`src/rtl/core/cim_pkg.sv`:
```
package cim_pkg;

   localparam int MAX_ENTRIES   = 16;
   localparam int PATTERN_BYTES = 8;
   localparam int DATA_BYTES    = 8;
   localparam int WORD_BYTES    = 4;

   localparam int ADDR_W  = (MAX_ENTRIES > 1) ? $clog2(MAX_ENTRIES) : 1;
   localparam int CNT_W   = $clog2(MAX_ENTRIES + 1);
   localparam int PAT_W   = 8 * PATTERN_BYTES;
   localparam int LEN_W   = $clog2(PATTERN_BYTES + 1);
   localparam int DATA_W  = 8 * DATA_BYTES;
   localparam int SIZE_W  = 4;
   localparam int WORD_W  = 32;
   localparam int COUNT_W = 5;
   localparam int INDEX_W = 4;

   localparam logic CMD_WRITE = 1'b0;
   localparam logic CMD_MATCH = 1'b1;

   typedef struct packed {
      logic [WORD_W-1:0] opcode;
      logic [WORD_W-1:0] mask;
      logic [WORD_W-1:0] value;
      logic [PAT_W-1:0]  pattern;
      logic [LEN_W-1:0]  length;
   } entry_type;

endpackage

```
`src/rtl/core/cim_table.sv`:
```
module cim_table (
   input  logic                      clock,
   input  logic                      wr_en,
   input  logic [cim_pkg::ADDR_W-1:0] wr_addr,
   input  cim_pkg::entry_type        wr_entry,
   input  logic [cim_pkg::ADDR_W-1:0] rd_addr,
   output cim_pkg::entry_type        rd_entry
);

   cim_pkg::entry_type entries_ff [cim_pkg::MAX_ENTRIES];
   cim_pkg::entry_type rd_entry_ff;

   always_ff @(posedge clock) begin
      if (wr_en) begin
         entries_ff[wr_addr] <= wr_entry;
      end
      rd_entry_ff <= entries_ff[rd_addr];
   end

   assign rd_entry = rd_entry_ff;

endmodule

```
`src/rtl/core/cim_entry_compare.sv`:
```
module cim_entry_compare (
   input  cim_pkg::entry_type               entry,
   input  logic [cim_pkg::DATA_W-1:0]       data_bytes,
   input  logic [cim_pkg::SIZE_W-1:0]       data_size,
   output logic                             hit
);

   logic [cim_pkg::DATA_W-1:0] pattern_wide;
   logic [cim_pkg::WORD_W-1:0] word;
   logic                       bytes_equal;
   logic                       long_enough;

   assign pattern_wide = cim_pkg::DATA_W'(entry.pattern);
   assign word         = data_bytes[cim_pkg::WORD_W-1:0];

   // Compare only the bytes below the pattern length.
   always_comb begin
      bytes_equal = 1'b1;
      for (int b = 0; b < cim_pkg::DATA_BYTES; b++) begin
         if (b < int'(entry.length) && data_bytes[8*b +: 8] != pattern_wide[8*b +: 8]) begin
            bytes_equal = 1'b0;
         end
      end
   end

   assign long_enough = 32'(entry.length) <= 32'(data_size);

   always_comb begin
      if (entry.mask != '0) begin
         hit = (32'(data_size) >= 32'(cim_pkg::WORD_BYTES)) &&
               ((word & entry.mask) == entry.value);
      end else begin
         hit = long_enough && bytes_equal;
      end
   end

endmodule

```
`src/rtl/core/custom_instruction_matcher_unit.sv`:
```
// Programmable custom instruction matcher. A write item (cmd 0) stores one table entry
// and returns a result with matched low; a match item (cmd 1) scans entries 0 up to
// min(entry_count, 16) - 1 in order and returns the opcode of the first that hits. The
// scan reads one entry per cycle from the table's registered read port into a single
// compare unit; the result then waits in the result state until the output register is
// free. The block takes one item at a time; it is ready again once the result is in
// the output register. Write entry_count only while the block is idle, and write every
// entry below it before running a match.
module custom_instruction_matcher_unit (
   input  logic                              clock,
   input  logic                              reset,

   input  logic                              req_valid,
   output logic                              req_ready,
   input  logic                              req_cmd,
   input  logic [cim_pkg::INDEX_W-1:0]       req_entry_index,
   input  logic [31:0]                       req_entry_opcode,
   input  logic [31:0]                       req_entry_mask,
   input  logic [31:0]                       req_entry_value,
   input  logic [63:0]                       req_entry_pattern,
   input  logic [3:0]                        req_entry_pattern_length,
   input  logic [63:0]                       req_data_bytes,
   input  logic [3:0]                        req_data_size,

   output logic                              rsp_valid,
   input  logic                              rsp_ready,
   output logic                              rsp_matched,
   output logic [31:0]                       rsp_match_opcode,

   input  logic                              csr_write_enable,
   input  logic [cim_pkg::COUNT_W-1:0]       csr_write_data
);

   typedef enum logic [1:0] {
      ST_IDLE,
      ST_SCAN,
      ST_RESULT
   } state_type;

   state_type                   state_ff, state_in;
   logic                        rsp_valid_ff, rsp_valid_in;
   logic                        rsp_matched_ff, rsp_matched_in;
   logic [31:0]                 rsp_opcode_ff, rsp_opcode_in;
   logic                        hit_ff, hit_in;
   logic [31:0]                 opcode_ff, opcode_in;
   logic [cim_pkg::ADDR_W-1:0]  index_ff, index_in;
   logic [cim_pkg::CNT_W-1:0]   limit_ff, limit_in;
   logic [cim_pkg::DATA_W-1:0]  data_ff, data_in;
   logic [cim_pkg::SIZE_W-1:0]  size_ff, size_in;
   logic [cim_pkg::COUNT_W-1:0] entry_count_ff;

   logic                        req_transfer;
   logic                        table_wr_en;
   cim_pkg::entry_type          wr_entry;
   logic [cim_pkg::ADDR_W-1:0]  rd_addr;
   cim_pkg::entry_type          rd_entry;
   logic                        entry_hit;
   logic [cim_pkg::CNT_W-1:0]   index_next;
   logic [cim_pkg::CNT_W-1:0]   scan_limit;
   logic                        out_free;

   assign req_ready    = (state_ff == ST_IDLE);
   assign req_transfer = req_valid && req_ready;
   assign out_free     = !rsp_valid_ff || rsp_ready;

   assign table_wr_en = req_transfer && (req_cmd == cim_pkg::CMD_WRITE) &&
                        (32'(req_entry_index) < 32'(cim_pkg::MAX_ENTRIES));

   always_comb begin
      wr_entry.opcode  = req_entry_opcode;
      wr_entry.mask    = req_entry_mask;
      wr_entry.value   = req_entry_value;
      wr_entry.pattern = req_entry_pattern[cim_pkg::PAT_W-1:0];
      if (32'(req_entry_pattern_length) > 32'(cim_pkg::PATTERN_BYTES)) begin
         wr_entry.length = cim_pkg::LEN_W'(cim_pkg::PATTERN_BYTES);
      end else begin
         wr_entry.length = cim_pkg::LEN_W'(req_entry_pattern_length);
      end
   end

   assign scan_limit = (32'(entry_count_ff) > 32'(cim_pkg::MAX_ENTRIES)) ?
                       cim_pkg::CNT_W'(cim_pkg::MAX_ENTRIES) :
                       cim_pkg::CNT_W'(entry_count_ff);

   assign index_next = cim_pkg::CNT_W'(index_ff) + cim_pkg::CNT_W'(1);

   // Fetch the entry for the next scan cycle: entry 0 on accept, then the one after.
   assign rd_addr = (state_ff == ST_SCAN) ? cim_pkg::ADDR_W'(index_next) : '0;

   cim_table u_table (
      .clock    (clock),
      .wr_en    (table_wr_en),
      .wr_addr  (cim_pkg::ADDR_W'(req_entry_index)),
      .wr_entry (wr_entry),
      .rd_addr  (rd_addr),
      .rd_entry (rd_entry)
   );

   cim_entry_compare u_compare (
      .entry      (rd_entry),
      .data_bytes (data_ff),
      .data_size  (size_ff),
      .hit        (entry_hit)
   );

   always_comb begin
      state_in       = state_ff;
      rsp_valid_in   = rsp_valid_ff && !rsp_ready;
      rsp_matched_in = rsp_matched_ff;
      rsp_opcode_in  = rsp_opcode_ff;
      hit_in         = hit_ff;
      opcode_in      = opcode_ff;
      index_in       = index_ff;
      limit_in       = limit_ff;
      data_in        = data_ff;
      size_in        = size_ff;

      unique case (state_ff)
         ST_IDLE: begin
            if (req_transfer) begin
               hit_in    = 1'b0;
               opcode_in = '0;
               index_in  = '0;
               data_in   = req_data_bytes;
               limit_in  = scan_limit;
               size_in   = (32'(req_data_size) > 32'(cim_pkg::DATA_BYTES)) ?
                           cim_pkg::SIZE_W'(cim_pkg::DATA_BYTES) : req_data_size;
               if (req_cmd == cim_pkg::CMD_MATCH && scan_limit != '0) begin
                  state_in = ST_SCAN;
               end else begin
                  state_in = ST_RESULT;
               end
            end
         end
         ST_SCAN: begin
            if (entry_hit) begin
               hit_in    = 1'b1;
               opcode_in = rd_entry.opcode;
               state_in  = ST_RESULT;
            end else if (index_next == limit_ff) begin
               state_in = ST_RESULT;
            end else begin
               index_in = cim_pkg::ADDR_W'(index_next);
            end
         end
         ST_RESULT: begin
            // Hold until the output register is free.
            if (out_free) begin
               rsp_valid_in   = 1'b1;
               rsp_matched_in = hit_ff;
               rsp_opcode_in  = opcode_ff;
               state_in       = ST_IDLE;
            end
         end
         default: begin
            state_in = ST_IDLE;
         end
      endcase
   end

   always_ff @(posedge clock) begin
      if (reset) begin
         state_ff       <= ST_IDLE;
         rsp_valid_ff   <= 1'b0;
         entry_count_ff <= '0;
      end else begin
         state_ff     <= state_in;
         rsp_valid_ff <= rsp_valid_in;
         if (csr_write_enable) begin
            entry_count_ff <= csr_write_data;
         end
      end
      rsp_matched_ff <= rsp_matched_in;
      rsp_opcode_ff  <= rsp_opcode_in;
      hit_ff         <= hit_in;
      opcode_ff      <= opcode_in;
      index_ff       <= index_in;
      limit_ff       <= limit_in;
      data_ff        <= data_in;
      size_ff        <= size_in;
   end

   assign rsp_valid        = rsp_valid_ff;
   assign rsp_matched      = rsp_matched_ff;
   assign rsp_match_opcode = rsp_opcode_ff;

endmodule

```
`config.mk`:
```
export PLATFORM = sky130hd
export DESIGN_NAME = custom_instruction_matcher_unit
export DESIGN_NICKNAME = d
export VERILOG_FILES = /design/src/rtl/core/cim_pkg.sv /design/src/rtl/core/cim_table.sv /design/src/rtl/core/cim_entry_compare.sv /design/src/rtl/core/custom_instruction_matcher_unit.sv
export SDC_FILE = /design/constraint.sdc
export NUM_CORES = 2
export LEC_CHECK = 0
export ABC_AREA = 1
export BUFFER_PORTS_ARGS = -buffer_cell sky130_fd_sc_hd__buf_2
export CELL_PAD_IN_SITES_DETAIL_PLACEMENT = 1
export CELL_PAD_IN_SITES_GLOBAL_PLACEMENT = 2
export CORE_MARGIN = 8
export CORE_UTILIZATION = 48
export CTS_CLUSTER_SIZE = 10
export DETAILED_ROUTE_END_ITERATION = 16
export GPL_TIMING_DRIVEN = 0
export HOLD_SLACK_MARGIN = 0.02
export PLACE_DENSITY_LB_ADDON = 0.1
export SLEW_MARGIN = 40
export SYNTH_ARGS = -nofsm -noshare
export SYNTH_HDL_FRONTEND = slang
export SYNTH_SLANG_ARGS = --single-unit
```
`constraint.sdc`:
```
create_clock -name clock -period 37.8 [get_ports clock]
set_clock_uncertainty 0.05 [all_clocks]
set_input_delay 5.67 -clock clock [delete_from_list [all_inputs] [get_ports clock]]
set_output_delay 5.67 -clock clock [all_outputs]
set_load 0.1 [all_outputs]
```
==> results.cfg <==
[die]
io_pins = 282
chipWidth_um = 501.6
row_count = 178
coreArea_sq_um = 235000
start_util_pct = 48.18
die_area_sq_um = 251600
die_y_um = 501.6

[synthesis]
synthAdderAreaFrac_pct = 0.05526
yosys.area_share.simple_pct = 9.616
synth_compound_area_share_pct = 10.67
yosys_warnings = 0
syn_area_sq_um = 113200
syn_inst = 8598
ys_types = 37
synth_xor_area_share_pct = 0.4023
synth.mux.area_fraction_pct = 0
synth-seq-area-share_pct = 76.44
yosys_most_used_dff = edfxtp_1
ys_ff_latch = 2939
synth_top_family_by_area = compound AO/OA/AOI/OAI gates
syn_area_per_cell_sq_um = 13.17
synth_nets = 8850
async_flop_share_pct = 0
synth_edf_count = 2767

[sta]
setup_viol = 0
maxSlewViolCount = 0
fin_ws_ns = 29.62
max_freq_ghz = 0.1223
tns_ns = 0
hold_viol = 0
hold_slack_ns = 0.3681
slew_headroom_pct = 37.34
fin_crit_sh_pct = 21.64
tightest_slew_ns = 0.9398
grt_setup_unrepaired = false
period_needed_ns = 8.180

[setup_path]
crit_path_max_incr_delay_ns = 0.52
crit_chain = buf_2 > inv_1 > nor2_4 > inv_1 > nor2_1 > nand3_1 > nor2_4 > buf_16 > buf_8 > buf_8 > buf_16 > buf_8 > buf_8
critPathLaunchType = input port
required_ns = 38.37
worst_path_dominant_cell_family = buffers and inverters
arrival_ns = 8.75
r2r_start = state_ff[1]
cpMaxStageDelayCell = nor2_4
r2r_end = u_table.entries_ff[9][71]
r2r_cells = 13
worst_setup_path_end_kind = flip-flop
cp_common_cell = buf_8
critPathMaxFanout = 13
r2r_slack_ns = 33.82
crit_buf_inv = 9
path_class = input port to flip-flop

[global_route]
grt_pass1_vias = 80304
grt_max_degree = 34
grt_overflow_total = 0
grt_pass1_wl_mm = 596.8
grt_usage_pct = 33.32
grt_antenna_before_repair = 83

[drt]
ant_nets = 0
vias_per_cell = 6.127
drc = 0
vias = 79428
wl_per_cell_um = 33.13
dr.pass1.iters = 5
drt_iter0_markers = 9811
totalWireLength_mm = 429.5

[clocking]
cts_buffer_depth = 4
ctsHoldBuffers = 0
cts.sinks = 2939
htreeDepth = 5
clkTransAtPathRegs_ns = 0.05
clk_latency_ns = 0.96
cts_setup_buffers = 0
cts_resized = 0
root_buffer = clkbuf_16
cts_inserted_buffers = 349
cts_tree = done

[cells_and_area]
areaGrowthSynthToFinish_pct = 18.78
fin_util_pct = 57.23
multi_input_area_sq_um = 23650
layout_commonest_cell = edfxtp_1
stdcell_count = 12964
nNetsFinal = 9741
regArea_sq_um = 86530
fillCellCount = 23039
final_cell_mix = edfxtp_1 (2767), nor2_1 (1902), o21ai_0 (1154)
final_area_sq_um = 134500
layout-drive-gt1-share_pct = 12.69

[power]
powerDensity_nw_per_um2 = 58.00
p_leak_nw = 45.19
switching_share_pct = 27.23
p_sw_mw = 2.123
internal-power_mw = 5.676
power_frac_comb_pct = 12.9
pwr-share-clk_pct = 39.0
finalPower_mw = 7.799
vdd_drop_max_mv = 0.05074
pwr-share-seq_pct = 48.1

[min_path]
hp-start = opcode_ff[1]
min_path_type = flip-flop to flip-flop
holdPathEnd = rsp_match_opcode[1]
holdPathStages = 0

[place]
port_buffers = 281
placed_cell_area_sq_um = 124300
hpwl_mm = 297.3
dp.cells = 12288
gp_congestion = 0.8391
pre_cts_ws_ns = 28.73

[run_status]
status = finished clean

[flow_run]
max_cap_violations = 0
==> worst max path at each step <==
stage               depth (start not counted)  slack [ns]                   endpoint  startpoint
floorplan                                   6       20.64  u_table.entries_ff[11][0]   req_valid
global placement                            7        6.85  u_table.entries_ff[1][69]   req_valid
detailed placement                         13       28.73  u_table.entries_ff[9][71]   req_valid
CTS                                        13       29.69  u_table.entries_ff[9][71]   req_valid
global route                               13       29.53  u_table.entries_ff[9][71]   req_valid
finish                                     13       29.62  u_table.entries_ff[9][71]   req_valid
==> cells by family after synthesis <==
kind of cell | after synthesis
XOR/XNOR | 52
buffers and inverters | 735
AO/OA/AOI/OAI | 2072
flip-flops | 2939
AND/OR/NAND/NOR | 2795
adder cells (fa/ha/maj) | 5
==> power groups by stage <==
stage	Clock, mW	Sequential [mW]	Combinational [mW]
after CTS	3.06	3.75	0.995
final	3.04	3.75	1.01
after detailed placement	0	3.81	0.986
after floorplan	0	3.83	0.455
after global routing	3.18	3.75	1.06
after global placement	0	3.83	0.928
==> synth_stat cells, types with 13 or more instances <==
cell type	count	area share (%)
o21ai_1	176	0.78
nor2_1	1922	6.4
o211ai_1	643	4.3
buf_4	30	0.20
xnor2_1	29	0.22
a31oi_1	13	0.072
o21ai_0	1154	5.1
a21oi_1	64	0.28
buf_2	224	0.99
xor2_1	23	0.18
edfxtp_1	2767	73
a32o_1	13	0.11
nand2_1	596	2.0
nand3_1	255	1.1
dfxtp_1	172	3.0
buf_1	35	0.12
clkbuf_1	256	0.85
inv_1	180	0.60
==> metal layers <==
| layer | vias up | track usage, % | part of all wire [%] |
|---|---|---|---|
| li1 | 33216 | - | - |
| met1 | 40957 | 44.44 | 39 |
| met2 | 4310 | 51.94 | 46 |
| met3 | 917 | 7.434 | 9.6 |
| met4 | 28 | 16.53 | 5.3 |
| met5 | - | 0 | 0.041 |
==> cell type report <==
class / instances / share of cell area, %
buffer: 549 / 1.897
clock buffer: 591 / 7.365
timing repair buffer: 540 / 5.137
sequential: 2939 / 64.35
multi-input combinational: 4924 / 17.59
clock inverter: 8 / 0.06141
tap: 3150 / 2.931
antenna: 77 / 0.1433
inverter: 186 / 0.5211
==> registers in the layout, summed over array words and instances, names as in the netlist <==
register	flops
u_table.entries_ff	2624
u_table.rd_entry	164
data_ff	64
opcode_ff	32
rsp_match_opcode	32
entry_count_ff	5
limit_ff	5
index_ff	4
size_ff	4
state_ff	2
hit_ff	1
rsp_matched	1
rsp_valid	1
No activity file was read; power rests on OpenSTA's default activity.
